$ cat config.mk
export PLATFORM = sky130hd
export DESIGN_NAME = expression_lexer_flat
export DESIGN_NICKNAME = d
export VERILOG_FILES = /design/src/rtl/core/exlx_pkg.sv /design/src/rtl/core/exlx_if.sv /design/src/rtl/core/expression_lexer.sv /design/src/rtl/core/exlx_front.sv /design/src/rtl/core/exlx_queue.sv /design/src/rtl/core/exlx_back.sv /design/src/flat_wrapper.sv
export SDC_FILE = /design/constraint.sdc
export NUM_CORES = 1
export LEC_CHECK = 0
export BUFFER_PORTS_ARGS = -buffer_cell sky130_fd_sc_hd__buf_2
export CAP_MARGIN = 10
export CORE_MARGIN = 5
export CORE_UTILIZATION = 54
export DETAILED_ROUTE_END_ITERATION = 12
export HOLD_SLACK_MARGIN = 0.08
export PLACE_DENSITY = 0.71
export SLEW_MARGIN = 20
export SYNTH_ARGS = -nofsm -noshare
export SYNTH_HDL_FRONTEND = slang
export SYNTH_HIERARCHICAL = 1
export SYNTH_SLANG_ARGS = --single-unit
export TNS_END_PERCENT = 100
$ cat constraint.sdc
create_clock -name clk -period 11.9 [get_ports clk]
set_clock_uncertainty 0.15 [all_clocks]
set_input_delay 0.595 -clock clk [delete_from_list [all_inputs] [get_ports clk]]
set_output_delay 0.595 -clock clk [all_outputs]
set_load 0.1 [all_outputs]
$ cat src/rtl/core/exlx_pkg.sv
// Shared types, constants and helpers for the expression lexer.
// Depends on nothing; every other file of the block imports it.
`default_nettype none

package exlx_pkg;

  // width of all position counters and position fields
  localparam int POS_W = 16;

  typedef logic [POS_W-1:0] pos_t;

  // scanner modes of the back end
  typedef enum logic [2:0] {
    MODE_IDLE,
    MODE_IDENT,
    MODE_INT,
    MODE_FRAC,
    MODE_LT,
    MODE_GT,
    MODE_HALT
  } scan_mode_t;

  // token kinds as seen on the result channel
  typedef enum logic [3:0] {
    KIND_IDENT  = 4'd0,
    KIND_NUMBER = 4'd1,
    KIND_LPAREN = 4'd2,
    KIND_RPAREN = 4'd3,
    KIND_PLUS   = 4'd4,
    KIND_MINUS  = 4'd5,
    KIND_STAR   = 4'd6,
    KIND_SLASH  = 4'd7,
    KIND_EQ     = 4'd8,
    KIND_LT     = 4'd9,
    KIND_LE     = 4'd10,
    KIND_GT     = 4'd11,
    KIND_GE     = 4'd12,
    KIND_ERROR  = 4'd13
  } kind_t;

  // character classes produced by the front end
  typedef enum logic [3:0] {
    CLS_LETTER,
    CLS_DIGIT,
    CLS_DOT,
    CLS_LPAREN,
    CLS_RPAREN,
    CLS_PLUS,
    CLS_MINUS,
    CLS_STAR,
    CLS_SLASH,
    CLS_EQ,
    CLS_LT,
    CLS_GT,
    CLS_SPACE,
    CLS_NEWLINE,
    CLS_OTHER
  } char_class_t;

  // one classified input word
  typedef struct packed {
    char_class_t cls;
    logic        eot;
  } item_t;

  // head of the front-to-back queue
  typedef struct packed {
    logic  valid;
    item_t item;
  } q_head_t;

  // one token result
  typedef struct packed {
    kind_t kind;
    pos_t  start_offset;
    pos_t  end_offset;
    pos_t  line_number;
    pos_t  column_number;
    logic  last_of_run;
  } token_t;

  // saturating increment of a position
  function automatic pos_t sat_inc(input pos_t v);
    sat_inc = (v == {POS_W{1'b1}}) ? v : v + pos_t'(1);
  endfunction

  function automatic token_t make_tok(input kind_t k, input pos_t s, input pos_t e,
                                      input pos_t l, input pos_t c);
    make_tok = '{kind: k, start_offset: s, end_offset: e, line_number: l,
                 column_number: c, last_of_run: 1'b0};
  endfunction

endpackage

`default_nettype wire

$ cat src/rtl/core/exlx_if.sv
// Channel interfaces of the expression lexer: text bytes in, tokens out.
// Depends on exlx_pkg for the position width.
`default_nettype none

interface exlx_in_if
  import exlx_pkg::*;
  ();
  logic       valid;
  logic       ready;
  logic [7:0] text_byte;
  logic       end_of_text;

  modport source (output valid, output text_byte, output end_of_text, input ready);
  modport sink   (input valid, input text_byte, input end_of_text, output ready);
  modport mon    (input valid, input text_byte, input end_of_text, input ready);
endinterface

interface exlx_out_if
  import exlx_pkg::*;
  ();
  logic       valid;
  logic       ready;
  logic [3:0] token_kind;
  pos_t       start_offset;
  pos_t       end_offset;
  pos_t       line_number;
  pos_t       column_number;
  logic       last_of_run;

  modport source (output valid, output token_kind, output start_offset,
                  output end_offset, output line_number, output column_number,
                  output last_of_run, input ready);
  modport sink   (input valid, input token_kind, input start_offset,
                  input end_offset, input line_number, input column_number,
                  input last_of_run, output ready);
  modport mon    (input valid, input token_kind, input start_offset,
                  input end_offset, input line_number, input column_number,
                  input last_of_run, input ready);
endinterface

`default_nettype wire

$ cat src/rtl/core/expression_lexer.sv
// Top level of the expression lexer: front end, queue and back end.
// Depends on exlx_pkg, exlx_if, exlx_front, exlx_queue and exlx_back.
//
// The lexer takes one text byte per word on text_in and returns tokens on
// token_out with kind, start and end offset, and the line and column where
// each starts. A new byte is taken every cycle while the queue has room; a
// byte can complete zero, one or two tokens, and the single output port
// passes them one at a time, so a run of bytes that each complete two
// tokens holds up the input. A taken byte is registered in a two-word queue
// before it reaches the scanner, and its tokens are registered in the
// output buffer when the scanner takes it. The scanner holds a two-token
// output buffer and takes a byte only when the buffer can absorb both
// tokens it might produce. An unrecognized byte gives an error token and
// the lexer then drops every further byte until reset. A byte with
// end_of_text set flushes any pending token and restarts the counters for
// the next text. No clearing pass is needed after reset.
`default_nettype none

module expression_lexer
  import exlx_pkg::*;
  (
  input  wire        clk,
  input  wire        rst,
  exlx_in_if.sink    text_in,
  exlx_out_if.source token_out
);

  logic    push;
  item_t   push_item;
  logic    q_full;
  logic    pop;
  q_head_t head;

  exlx_front u_front (
    .text_in   (text_in),
    .q_full    (q_full),
    .push      (push),
    .push_item (push_item)
  );

  exlx_queue u_queue (
    .clk       (clk),
    .rst       (rst),
    .push      (push),
    .push_item (push_item),
    .pop       (pop),
    .full      (q_full),
    .head      (head)
  );

  exlx_back u_back (
    .clk       (clk),
    .rst       (rst),
    .head      (head),
    .pop       (pop),
    .token_out (token_out)
  );

endmodule

`default_nettype wire

$ cat src/rtl/core/exlx_front.sv
// Front end: takes text bytes and sorts each into a character class.
// Depends on exlx_pkg and exlx_in_if; feeds exlx_queue.
`default_nettype none

module exlx_front
  import exlx_pkg::*;
  (
  exlx_in_if.sink text_in,
  input  wire     q_full,
  output logic    push,
  output item_t   push_item
);

  localparam logic [7:0] CH_LPAREN  = 8'h28;
  localparam logic [7:0] CH_RPAREN  = 8'h29;
  localparam logic [7:0] CH_STAR    = 8'h2A;
  localparam logic [7:0] CH_PLUS    = 8'h2B;
  localparam logic [7:0] CH_MINUS   = 8'h2D;
  localparam logic [7:0] CH_DOT     = 8'h2E;
  localparam logic [7:0] CH_SLASH   = 8'h2F;
  localparam logic [7:0] CH_LT      = 8'h3C;
  localparam logic [7:0] CH_EQ      = 8'h3D;
  localparam logic [7:0] CH_GT      = 8'h3E;
  localparam logic [7:0] CH_SPACE   = 8'h20;
  localparam logic [7:0] CH_TAB     = 8'h09;
  localparam logic [7:0] CH_NEWLINE = 8'h0A;
  localparam logic [7:0] CH_0       = 8'h30;
  localparam logic [7:0] CH_9       = 8'h39;
  localparam logic [7:0] CH_UA      = 8'h41;
  localparam logic [7:0] CH_UZ      = 8'h5A;
  localparam logic [7:0] CH_LA      = 8'h61;
  localparam logic [7:0] CH_LZ      = 8'h7A;

  logic [7:0]  b;
  char_class_t cls;

  assign b = text_in.text_byte;

  // classify the byte
  always_comb begin
    priority if (b >= CH_0 && b <= CH_9)                                  cls = CLS_DIGIT;
    else if ((b >= CH_LA && b <= CH_LZ) || (b >= CH_UA && b <= CH_UZ))    cls = CLS_LETTER;
    else if (b == CH_DOT)                                                 cls = CLS_DOT;
    else if (b == CH_LPAREN)                                              cls = CLS_LPAREN;
    else if (b == CH_RPAREN)                                              cls = CLS_RPAREN;
    else if (b == CH_PLUS)                                                cls = CLS_PLUS;
    else if (b == CH_MINUS)                                               cls = CLS_MINUS;
    else if (b == CH_STAR)                                                cls = CLS_STAR;
    else if (b == CH_SLASH)                                               cls = CLS_SLASH;
    else if (b == CH_EQ)                                                  cls = CLS_EQ;
    else if (b == CH_LT)                                                  cls = CLS_LT;
    else if (b == CH_GT)                                                  cls = CLS_GT;
    else if (b == CH_SPACE || b == CH_TAB)                                cls = CLS_SPACE;
    else if (b == CH_NEWLINE)                                             cls = CLS_NEWLINE;
    else                                                                  cls = CLS_OTHER;
  end

  // accept a word whenever the queue has room
  assign text_in.ready = !q_full;
  assign push          = text_in.valid && !q_full;
  assign push_item     = '{cls: cls, eot: text_in.end_of_text};

endmodule

`default_nettype wire

$ cat src/rtl/core/exlx_queue.sv
// Two-entry queue of classified words between front and back end.
// Depends on exlx_pkg.
`default_nettype none

module exlx_queue
  import exlx_pkg::*;
  (
  input  wire        clk,
  input  wire        rst,
  input  wire        push,
  input  wire item_t push_item,
  input  wire        pop,
  output logic       full,
  output q_head_t    head
);

  item_t      slots [2];
  logic       wr_ptr;
  logic       rd_ptr;
  logic [1:0] count;

  assign full       = (count == 2'd2);
  assign head.valid = (count != 2'd0);
  assign head.item  = slots[rd_ptr];

  // store pushed word
  always_ff @(posedge clk) begin
    if (push) begin
      slots[wr_ptr] <= push_item;
    end
  end

  // advance pointers and count
  always_ff @(posedge clk) begin
    if (rst) begin
      wr_ptr <= 1'b0;
      rd_ptr <= 1'b0;
      count  <= 2'd0;
    end else begin
      if (push) wr_ptr <= ~wr_ptr;
      if (pop)  rd_ptr <= ~rd_ptr;
      unique case ({push, pop})
        2'b10:   count <= count + 2'd1;
        2'b01:   count <= count - 2'd1;
        default: count <= count;
      endcase
    end
  end

endmodule

`default_nettype wire

$ cat src/rtl/core/exlx_back.sv
// Back end: scanner state, position counters, token building and the
// two-token output buffer. Depends on exlx_pkg and exlx_out_if.
`default_nettype none

module exlx_back
  import exlx_pkg::*;
  (
  input  wire          clk,
  input  wire          rst,
  input  wire q_head_t head,
  output logic         pop,
  exlx_out_if.source   token_out
);

  // scanner state
  scan_mode_t mode, mode_proc, mode_next;
  pos_t       off, line, col, ts_off, ts_line, ts_col;
  pos_t       off_next, line_next, col_next, ts_off_next, ts_line_next, ts_col_next;

  // output buffer
  token_t     buf0, buf1;
  logic [1:0] ocnt;

  char_class_t cls;
  logic        eot;
  logic        fresh, mark, live, flush;
  pos_t        off_inc, ts_off_m, ts_line_m, ts_col_m;
  token_t      t1, t2, t3, r0, r1;
  logic        v1, v2, v3;
  logic [1:0]  n;
  logic        out_pop, room;

  assign cls     = head.item.cls;
  assign eot     = head.item.eot;
  assign live    = (mode != MODE_HALT);
  assign off_inc = sat_inc(off);

  // next mode: finish the pending token, then start from the new byte
  always_comb begin
    fresh     = 1'b1;
    mode_proc = mode;
    unique case (mode)
      MODE_IDENT: begin
        if (cls == CLS_LETTER || cls == CLS_DIGIT) fresh = 1'b0;
        else mode_proc = MODE_IDLE;
      end
      MODE_INT: begin
        if (cls == CLS_DIGIT) begin
          fresh = 1'b0;
        end else if (cls == CLS_DOT) begin
          fresh     = 1'b0;
          mode_proc = MODE_FRAC;
        end else begin
          mode_proc = MODE_IDLE;
        end
      end
      MODE_FRAC: begin
        if (cls == CLS_DIGIT) fresh = 1'b0;
        else mode_proc = MODE_IDLE;
      end
      MODE_LT, MODE_GT: begin
        if (cls == CLS_EQ) fresh = 1'b0;
        mode_proc = MODE_IDLE;
      end
      MODE_HALT: begin
        fresh = 1'b0;
      end
      default: begin
        mode_proc = MODE_IDLE;
      end
    endcase
    if (fresh) begin
      unique case (cls)
        CLS_LT:            mode_proc = MODE_LT;
        CLS_GT:            mode_proc = MODE_GT;
        CLS_DIGIT:         mode_proc = MODE_INT;
        CLS_LETTER:        mode_proc = MODE_IDENT;
        CLS_DOT, CLS_OTHER: mode_proc = MODE_HALT;
        default:           ;
      endcase
    end
    flush     = eot && (mode_proc != MODE_HALT);
    mode_next = flush ? MODE_IDLE : mode_proc;
  end

  // token start after this byte, before any restart
  assign mark = fresh && (cls == CLS_LT || cls == CLS_GT ||
                          cls == CLS_DIGIT || cls == CLS_LETTER);
  assign ts_off_m  = mark ? off  : ts_off;
  assign ts_line_m = mark ? line : ts_line;
  assign ts_col_m  = mark ? col  : ts_col;

  // next positions; a halting byte leaves everything as it is
  always_comb begin
    off_next     = off;
    line_next    = line;
    col_next     = col;
    ts_off_next  = ts_off;
    ts_line_next = ts_line;
    ts_col_next  = ts_col;
    if (mode_proc != MODE_HALT) begin
      if (eot) begin
        off_next     = '0;
        line_next    = pos_t'(1);
        col_next     = pos_t'(1);
        ts_off_next  = '0;
        ts_line_next = pos_t'(1);
        ts_col_next  = pos_t'(1);
      end else begin
        off_next     = off_inc;
        ts_off_next  = ts_off_m;
        ts_line_next = ts_line_m;
        ts_col_next  = ts_col_m;
        if (fresh && cls == CLS_NEWLINE) begin
          line_next = sat_inc(line);
          col_next  = pos_t'(1);
        end else begin
          col_next  = sat_inc(col);
        end
      end
    end
  end

  // build up to two tokens: pending token, token of this byte, flush
  always_comb begin
    v1 = 1'b0;
    t1 = make_tok(KIND_IDENT, ts_off, off, ts_line, ts_col);
    unique case (mode)
      MODE_IDENT: v1 = fresh;
      MODE_INT, MODE_FRAC: begin
        v1 = fresh;
        t1 = make_tok(KIND_NUMBER, ts_off, off, ts_line, ts_col);
      end
      MODE_LT: begin
        v1 = 1'b1;
        t1 = (cls == CLS_EQ) ? make_tok(KIND_LE, ts_off, off_inc, ts_line, ts_col)
                             : make_tok(KIND_LT, ts_off, sat_inc(ts_off), ts_line, ts_col);
      end
      MODE_GT: begin
        v1 = 1'b1;
        t1 = (cls == CLS_EQ) ? make_tok(KIND_GE, ts_off, off_inc, ts_line, ts_col)
                             : make_tok(KIND_GT, ts_off, sat_inc(ts_off), ts_line, ts_col);
      end
      default: ;
    endcase

    v2 = fresh;
    t2 = make_tok(KIND_ERROR, off, off_inc, line, col);
    unique case (cls)
      CLS_LPAREN: t2.kind = KIND_LPAREN;
      CLS_RPAREN: t2.kind = KIND_RPAREN;
      CLS_PLUS:   t2.kind = KIND_PLUS;
      CLS_MINUS:  t2.kind = KIND_MINUS;
      CLS_STAR:   t2.kind = KIND_STAR;
      CLS_SLASH:  t2.kind = KIND_SLASH;
      CLS_EQ:     t2.kind = KIND_EQ;
      CLS_DOT, CLS_OTHER: t2.kind = KIND_ERROR;
      default:    v2 = 1'b0;
    endcase

    v3 = 1'b0;
    t3 = make_tok(KIND_IDENT, ts_off_m, off_inc, ts_line_m, ts_col_m);
    if (flush) begin
      unique case (mode_proc)
        MODE_IDENT: v3 = 1'b1;
        MODE_INT, MODE_FRAC: begin
          v3      = 1'b1;
          t3.kind = KIND_NUMBER;
        end
        MODE_LT, MODE_GT: begin
          v3 = 1'b1;
          t3 = make_tok((mode_proc == MODE_LT) ? KIND_LT : KIND_GT, ts_off_m,
                        sat_inc(ts_off_m), ts_line_m, ts_col_m);
        end
        default: ;
      endcase
    end

    // pack in order and mark the final one
    r0 = v1 ? t1 : (v2 ? t2 : t3);
    r1 = (v1 && v2) ? t2 : t3;
    n  = {1'b0, v1} + {1'b0, v2} + {1'b0, v3};
    if (n == 2'd1) r0.last_of_run = 1'b1;
    if (n == 2'd2) r1.last_of_run = 1'b1;
  end

  // take a word only when the buffer can hold two tokens after this cycle
  assign out_pop = (ocnt != 2'd0) && token_out.ready;
  assign room    = (ocnt == 2'd0) || (ocnt == 2'd1 && out_pop);
  assign pop     = head.valid && room;

  // scanner registers
  always_ff @(posedge clk) begin
    if (rst) begin
      mode    <= MODE_IDLE;
      off     <= '0;
      line    <= pos_t'(1);
      col     <= pos_t'(1);
      ts_off  <= '0;
      ts_line <= pos_t'(1);
      ts_col  <= pos_t'(1);
    end else if (pop && live) begin
      mode    <= mode_next;
      off     <= off_next;
      line    <= line_next;
      col     <= col_next;
      ts_off  <= ts_off_next;
      ts_line <= ts_line_next;
      ts_col  <= ts_col_next;
    end
  end

  // output buffer count
  always_ff @(posedge clk) begin
    if (rst) begin
      ocnt <= 2'd0;
    end else if (pop) begin
      ocnt <= live ? n : 2'd0;
    end else if (out_pop) begin
      ocnt <= ocnt - 2'd1;
    end
  end

  // output buffer payload
  always_ff @(posedge clk) begin
    if (pop) begin
      buf0 <= r0;
      buf1 <= r1;
    end else if (out_pop) begin
      buf0 <= buf1;
    end
  end

  assign token_out.valid         = (ocnt != 2'd0);
  assign token_out.token_kind    = buf0.kind;
  assign token_out.start_offset  = buf0.start_offset;
  assign token_out.end_offset    = buf0.end_offset;
  assign token_out.line_number   = buf0.line_number;
  assign token_out.column_number = buf0.column_number;
  assign token_out.last_of_run   = buf0.last_of_run;

endmodule

`default_nettype wire

$ cat src/flat_wrapper.sv
// flat-port wrapper written by rule: the top's interface ports become plain ports
module expression_lexer_flat import exlx_pkg::*;
  (clk, rst, text_in_valid, text_in_text_byte, text_in_end_of_text, text_in_ready, token_out_valid, token_out_token_kind, token_out_start_offset, token_out_end_offset, token_out_line_number, token_out_column_number, token_out_last_of_run, token_out_ready);
  exlx_in_if text_in_i ();
  exlx_out_if token_out_i ();
  input  wire clk;
  input  wire rst;
  input wire logic [$bits(text_in_i.valid)-1:0] text_in_valid;
  input wire logic [$bits(text_in_i.text_byte)-1:0] text_in_text_byte;
  input wire logic [$bits(text_in_i.end_of_text)-1:0] text_in_end_of_text;
  output wire logic [$bits(text_in_i.ready)-1:0] text_in_ready;
  output wire logic [$bits(token_out_i.valid)-1:0] token_out_valid;
  output wire logic [$bits(token_out_i.token_kind)-1:0] token_out_token_kind;
  output wire logic [$bits(token_out_i.start_offset)-1:0] token_out_start_offset;
  output wire logic [$bits(token_out_i.end_offset)-1:0] token_out_end_offset;
  output wire logic [$bits(token_out_i.line_number)-1:0] token_out_line_number;
  output wire logic [$bits(token_out_i.column_number)-1:0] token_out_column_number;
  output wire logic [$bits(token_out_i.last_of_run)-1:0] token_out_last_of_run;
  input wire logic [$bits(token_out_i.ready)-1:0] token_out_ready;
  assign text_in_i.valid = text_in_valid;
  assign text_in_i.text_byte = text_in_text_byte;
  assign text_in_i.end_of_text = text_in_end_of_text;
  assign text_in_ready = text_in_i.ready;
  assign token_out_valid = token_out_i.valid;
  assign token_out_token_kind = token_out_i.token_kind;
  assign token_out_start_offset = token_out_i.start_offset;
  assign token_out_end_offset = token_out_i.end_offset;
  assign token_out_line_number = token_out_i.line_number;
  assign token_out_column_number = token_out_i.column_number;
  assign token_out_last_of_run = token_out_i.last_of_run;
  assign token_out_i.ready = token_out_ready;
  expression_lexer u_core (.clk(clk), .rst(rst), .text_in(text_in_i), .token_out(token_out_i));
endmodule
### After elaboration in Yosys (flattened, before gate mapping)

Memory sizes are Yosys's and may differ from the RTL's. A register that Yosys moved wholly into a read port is not among the register bits.
Cells that the tools add are included.

| word-level totals | value |
|---|---|
| register bits after elaboration | 243 |
| bits in latches | 0 |
| memory bits (writable) | 10 |
| bits in read-only memories | 0 |
| input port bits | 13 |
| output and inout bits | 71 |
| memories | 1 |

| cells by class | value |
|---|---|
| add/sub/neg operators | 10 |
| multipliers | 0 |
| div/mod/pow operators | 0 |
| order comparisons | 6 |
| equality and inequality tests | 52 |
| shift-type cells | 0 |
| multiplexer cells | 70 |
| bitwise gates (word level) | 2 |
| reduce and logical (&&, ||, !) cells | 38 |

Memories:

| name | words | bits a word | read ports | clocked after memory_dff | write ports | line | RTL |
|---|---|---|---|---|---|---|---|
| u_core.u_queue.slots | 2 | 5 | 1 | 1 | 1 | exlx_queue.sv:17 | `item_t slots [2];` |

Operators with widths:

| cell | number |
|---|---|
| $mux W69 | 6 |
| $mux W16 | 16 |
| $pmux W69 S3 | 1 |
| $eq A8 B6 Y1 const B | 11 |
| $add A16 B1 Y16 const B | 5 |
| $eq A16 B16 Y1 const B | 5 |
| $mux W68 | 1 |
| $mux W67 | 1 |
| $mux W49 | 1 |
| $mux W4 | 8 |
| $pmux W4 S7 | 1 |
| $mux W3 | 9 |
| $eq A4 B4 Y1 const B | 6 |
| $eq A4 B3 Y1 const B | 4 |
| $eq A8 B4 Y1 const B | 2 |
| $ge A8 B7 Y1 const B | 2 |
| $le A8 B7 Y1 const B | 2 |
| $eq A3 B3 Y1 const B | 5 |
| $pmux W3 S5 | 1 |
| $mux W2 | 7 |
| $mux W1 | 13 |
| $eq A3 B2 Y1 const B | 4 |
| $logic_and A1 B1 Y1 | 12 |
| $pmux W3 S4 | 1 |
| other kinds (30) | 54 |

### Longest topological paths before layout

| depth | value |
|---|---|
| depth in word-level cells | 15 |
| depth in mapped cells | 13 |
| depth with buffers taken out | 10 |

### Hierarchy

The synthesis kept the hierarchy.

Modules (own cells, without submodules):

| module | times used | cells an instance | area each (sq um) | sequential area each (sq um) |
|---|---|---|---|---|
| exlx_back | 1 | 1343 | 12853.6 | 6165.9 |
| exlx_queue | 1 | 37 | 564.3 | 400.4 |
| exlx_front | 1 | 42 | 266.5 | 0.0 |

### Least setup slack after synthesis

OpenSTA, ideal clock, no wires.

| path | value |
|---|---|
| kind | in2reg |
| from | input port token_out_ready |
| to | register u_core.u_queue.count[1] |
| setup time | 0.070 ns |
| arrival | 4.428 ns |
| data required time | 11.680 ns |
| slack | 7.253 ns |
| cell stages on the path | 8 |
| buffers on the path | 2 |
| path through | a21o_1 -> nand2_1 -> inv_1 -> clkbuf_1 -> buf_1 -> ha_1 -> or3_1 -> a21oi_1 |

| on the way | value |
|---|---|
| word-level cells in the longest chain between the ends | 6 |
| elaborated cells between the ends (all ways) | 8 |

RTL lines:

| item | line | RTL |
|---|---|---|
| from (decl) | flat_wrapper.sv:19 | `input wire logic [$bits(token_out_i.ready)-1:0] token_out_ready;` |
| $logic_and A1 B1 Y1 * | exlx_back.sv:188 | `assign out_pop = (ocnt != 2'd0) && token_out.ready;` |
| $logic_and A1 B1 Y1 * | exlx_back.sv:189 | `assign room = (ocnt == 2'd0) \|\| (ocnt == 2'd1 && out_pop);` |
| $logic_or A1 B1 Y1 * | exlx_back.sv:189 |  |
| $logic_and A1 B1 Y1 * | exlx_back.sv:190 | `assign pop = head.valid && room;` |
| net u_core.pop | expression_lexer.sv:31 | `logic pop;` |
| $eq A2 B1 Y1 / $eq A2 B2 Y1 (equally long branches) | exlx_queue.sv:42 | `unique case ({push, pop})` |
| $pmux W2 S2 / $reduce_bool A2 Y1 (equally long branches) | -- |  |
| to (signal assigned) | exlx_queue.sv:43 | `2'b10: count <= count + 2'd1;` |
| to (signal assigned) | exlx_queue.sv:44 | `2'b01: count <= count - 2'd1;` |
| to (signal assigned) | exlx_queue.sv:45 | `default: count <= count;` |
| to (decl) | exlx_queue.sv:20 | `logic [1:0] count;` |

The timed path passes the listed nets; every way through them passes the cells marked *.
A chain may end at the register's enable or synchronous reset.

==> impl_metrics.xml <==
<?xml version="1.0" encoding="UTF-8"?>
<metrics>
  <group name="outcome">
    <metric name="run_status" unit="">finished, final reports clean</metric>
  </group>
  <group name="worst_setup_path">
    <metric name="max_stage_delay" unit="ns">0.60</metric>
    <metric name="critical_path.max_fanout" unit="">52</metric>
    <metric name="critical_path.n_buffers_inverters" unit="">4</metric>
    <metric name="crit_type" unit="">reg2reg</metric>
    <metric name="worstPathArrival" unit="ns">4.69</metric>
    <metric name="worstPathCellList" unit="">mux2_2, or4b_4, o211ai_4, o31ai_1, buf_4, nor2_1, buf_4, inv_1, a21oi_4, buf_4, mux2_2</metric>
    <metric name="worst_r2r_endpoint" unit="">u_core/u_back/buf1[14]</metric>
    <metric name="critical_path.endpoint_type" unit="">flip-flop</metric>
    <metric name="crit_top_cell" unit="">buf_4</metric>
    <metric name="critical_path_depth" unit="">11</metric>
    <metric name="r2r_slack" unit="ns">7.35</metric>
    <metric name="timing.critical_path.required" unit="ns">12.04</metric>
    <metric name="timing.critical_path.from_type" unit="">flip-flop</metric>
    <metric name="cp_top_family" unit="">buffers and inverters</metric>
    <metric name="cpMaxStageDelayCell" unit="">or4b_4</metric>
    <metric name="reg2regPathDepth" unit="">11</metric>
    <metric name="critPathCapture" unit="">u_core/u_back/buf1[14]</metric>
  </group>
  <group name="grt">
    <metric name="first_global_vias" unit="">10168</metric>
    <metric name="grt_start_max_net_pins" unit="">100</metric>
    <metric name="grt.overflow.total" unit="">0</metric>
    <metric name="grt_pass1_wl" unit="um">56700</metric>
    <metric name="grt_use_total" unit="">0.242</metric>
    <metric name="antenna_found_initial" unit="">1</metric>
  </group>
  <group name="floorplan">
    <metric name="chipHeight" unit="um">169</metric>
    <metric name="num_io_pins" unit="">84</metric>
    <metric name="floorplan.die_area" unit="um2">28600</metric>
    <metric name="die_w" unit="um">169</metric>
    <metric name="core_region_area" unit="um2">25000</metric>
    <metric name="rows" unit="">58</metric>
    <metric name="start_util" unit="">0.547</metric>
  </group>
  <group name="timing">
    <metric name="layout_setup_ws" unit="ns">7.35</metric>
    <metric name="worst_pin_slew" unit="ns">1.13</metric>
    <metric name="fmaxAchievable" unit="MHz">220</metric>
    <metric name="min_period_over_period" unit="">0.383</metric>
    <metric name="finalSetupTns" unit="ns">0</metric>
    <metric name="finalHoldViolations" unit="">0</metric>
    <metric name="setup_violations" unit="">0</metric>
    <metric name="finalMaxSlewViolations" unit="">0</metric>
    <metric name="relSlewSlack" unit="">0.243</metric>
    <metric name="hold_slack" unit="ns">0.249</metric>
    <metric name="unrepaired_setup_endpoints_after_global_routing" unit="">no</metric>
    <metric name="fin_crit" unit="ns">4.55</metric>
  </group>
  <group name="logic_synthesis">
    <metric name="synth-seq-cells" unit="">254</metric>
    <metric name="synthesis.instances" unit="">1422</metric>
    <metric name="netlist.top_cell.by_area" unit="">edfxtp_1</metric>
    <metric name="synthesis.nets" unit="">1443</metric>
    <metric name="synth.lib_cells_used.distinct" unit="">82</metric>
    <metric name="seq_area_frac_synth" unit="">0.480</metric>
    <metric name="top_count_cell_post_synth" unit="">nor2_1</metric>
    <metric name="synth_edf_count" unit="">148</metric>
    <metric name="synth-main-ff-cell" unit="">edfxtp_1</metric>
    <metric name="synth.top_cells.by_area" unit="">edfxtp_1, dfxtp_1, mux2i_1</metric>
    <metric name="synth-warning-count" unit="">6</metric>
    <metric name="synthTopCellsByCount" unit="">nor2_1, edfxtp_1, nand2_1</metric>
    <metric name="mappedNetlistArea" unit="um2">13700</metric>
    <metric name="synth.top_cell.area_share" unit="">0.325</metric>
    <metric name="ys_async_sr_fraction" unit="">0</metric>
    <metric name="synthesis.area_per_instance" unit="um2">9.62</metric>
  </group>
  <group name="clock_network">
    <metric name="tritoncts" unit="">done</metric>
    <metric name="clk_latency" unit="ns">0.55</metric>
    <metric name="clock_slew_at_the_register_clock_pins_of_the_worst_setup_and_hold_paths" unit="ns">0.06</metric>
    <metric name="tritoncts_num_sinks" unit="">254</metric>
    <metric name="post_cts_buffers" unit="">0</metric>
    <metric name="clock-root-buffer" unit="">clkbuf_16</metric>
    <metric name="tritoncts.num_buffers" unit="">26</metric>
    <metric name="buffer_depth_of_the_longest_clock_path" unit="">3</metric>
    <metric name="htree_num_levels" unit="">1</metric>
  </group>
  <group name="placement">
    <metric name="gp_routability_congestion" unit="">0.949</metric>
    <metric name="half_perimeter_wire_length_after_detailed_placement" unit="um">22800</metric>
    <metric name="post-place-ws" unit="ns">7.42</metric>
    <metric name="io_buffer_count" unit="">83</metric>
  </group>
  <group name="route">
    <metric name="route.detailed.wl_per_inst" unit="um">20.1</metric>
    <metric name="drc" unit="">0</metric>
    <metric name="drt-met1-wl" unit="um">15700</metric>
    <metric name="vias" unit="">11073</metric>
    <metric name="post_drt_via_cell_ratio" unit="">6.22</metric>
    <metric name="first_iter_violations" unit="">1129</metric>
    <metric name="routed-wl-met3" unit="um">2880</metric>
    <metric name="route.antenna.remaining_nets" unit="">0</metric>
    <metric name="top_signal_layer_used" unit="">met5</metric>
    <metric name="drt-pass1-iter-count" unit="">9</metric>
    <metric name="final_routed_wirelength_across_all_metal_layers" unit="um">35800</metric>
    <metric name="wl_met2" unit="um">16300</metric>
  </group>
  <group name="hold_path">
    <metric name="holdCritPathClass" unit="">in2reg</metric>
  </group>
  <group name="finish">
    <metric name="seqCellArea" unit="um2">6570</metric>
    <metric name="largest_reg_flops" unit="">69</metric>
    <metric name="fillers" unit="">2174</metric>
    <metric name="finish.net_count" unit="">1451</metric>
    <metric name="area_of_the_multi_input_gates" unit="um2">6560</metric>
    <metric name="flow.area_growth_from_synthesis" unit="%">9.65</metric>
    <metric name="num_antenna_cells" unit="">0</metric>
    <metric name="post_route_cells_drive_above_1_share" unit="">0.150</metric>
    <metric name="top_register" unit="">u_core/u_back/buf1</metric>
    <metric name="finalCoreUtilization" unit="">0.599</metric>
  </group>
  <group name="pwr">
    <metric name="worst_ir_drop_vdd" unit="mV">0.282</metric>
    <metric name="tot_pwr" unit="uW">4470</metric>
    <metric name="total_leakage_power" unit="uW">0.00537</metric>
    <metric name="power_density" unit="nW/um2">298</metric>
  </group>
  <group name="job">
    <metric name="max_cap_violations" unit="">0</metric>
  </group>
</metrics>
-- layout make-up --
| type | count | area share |
|---|---|---|
| clock buffer | 40 | 0.0503 |
| inverter | 23 | 0.00584 |
| multi-input combinational | 1021 | 0.437 |
| tap | 330 | 0.0275 |
| clock inverter | 8 | 0.00334 |
| timing repair buffer | 104 | 0.0384 |
| sequential | 254 | 0.438 |
-- timing repair --
item                      in CTS  in global routing
hold buffers                   1                  0
resized for setup              0                  0
hold endpoints to repair       2                  0
-- worst min path at each step --
stage                                 start                         end  slack, ns  cells after the start
floorplan           u_core/u_queue/count[1]     u_core/u_queue/count[1]       0.31                      2
global placement    u_core/u_queue/count[1]     u_core/u_queue/count[1]       0.33                      2
detailed placement   u_core/u_back/line[13]   u_core/u_back/ts_line[13]       0.36                      2
CTS                    text_in_text_byte[7]  u_core/u_queue/slots[0][1]       0.22                      2
global route           text_in_text_byte[7]  u_core/u_queue/slots[0][1]       0.27                      2
finish                 text_in_text_byte[7]  u_core/u_queue/slots[1][1]       0.25                      2
-- through the flow --
stage | std cells | instance area [um2]
2_1_floorplan | 1422 | 13700
3_3_place_gp | 1731 | 14200
3_5_place_dp | 1731 | 14200
4_1_cts | 1780 | 15000
5_1_grt | 1780 | 15000
6_report | 1780 | 15000
-- cell families (layout without fill, tap and decap cells) --
group | count (synthesis) | count (layout) | synth area share
xor gates and xnor gates | 61 | 61 | 0.0390
AOI/OAI and AO/OA | 349 | 349 | 0.168
buffers and inverters | 147 | 175 | 0.0448
muxes | 117 | 117 | 0.0901
adders and majority gates | 8 | 8 | 0.00786
and+or+nand+nor | 486 | 486 | 0.170
DFF | 254 | 254 | 0.480
-- cell usage in the layout, fill, tap and decap left out, types with 36 or more instances in the layout --
cell type,synthesis,layout
buf_2,31,83
nor2_1,153,153
xnor2_1,48,48
mux2_2,45,45
mux2i_1,71,71
edfxtp_1,148,148
dfxtp_1,106,106
a22oi_1,48,48
nor3_1,39,39
nand2_1,129,128
a21oi_1,72,71
o21ai_0,91,91
nand3_1,36,36
-- report_power, final --
group	switching, uW	total [uW]	internal [uW]
clock	337	773	436
sequential	77.2	1350	1270
combinational	1880	2350	476
-- metal layers --
metal | vias to the layer above | track usage
met5 | - | 0
met4 | 2 | 0.0683
met3 | 59 | 0.0480
met2 | 449 | 0.381
met1 | 5292 | 0.344
li1 | 5271 | -
No activity file was read; power rests on OpenSTA's default activity.
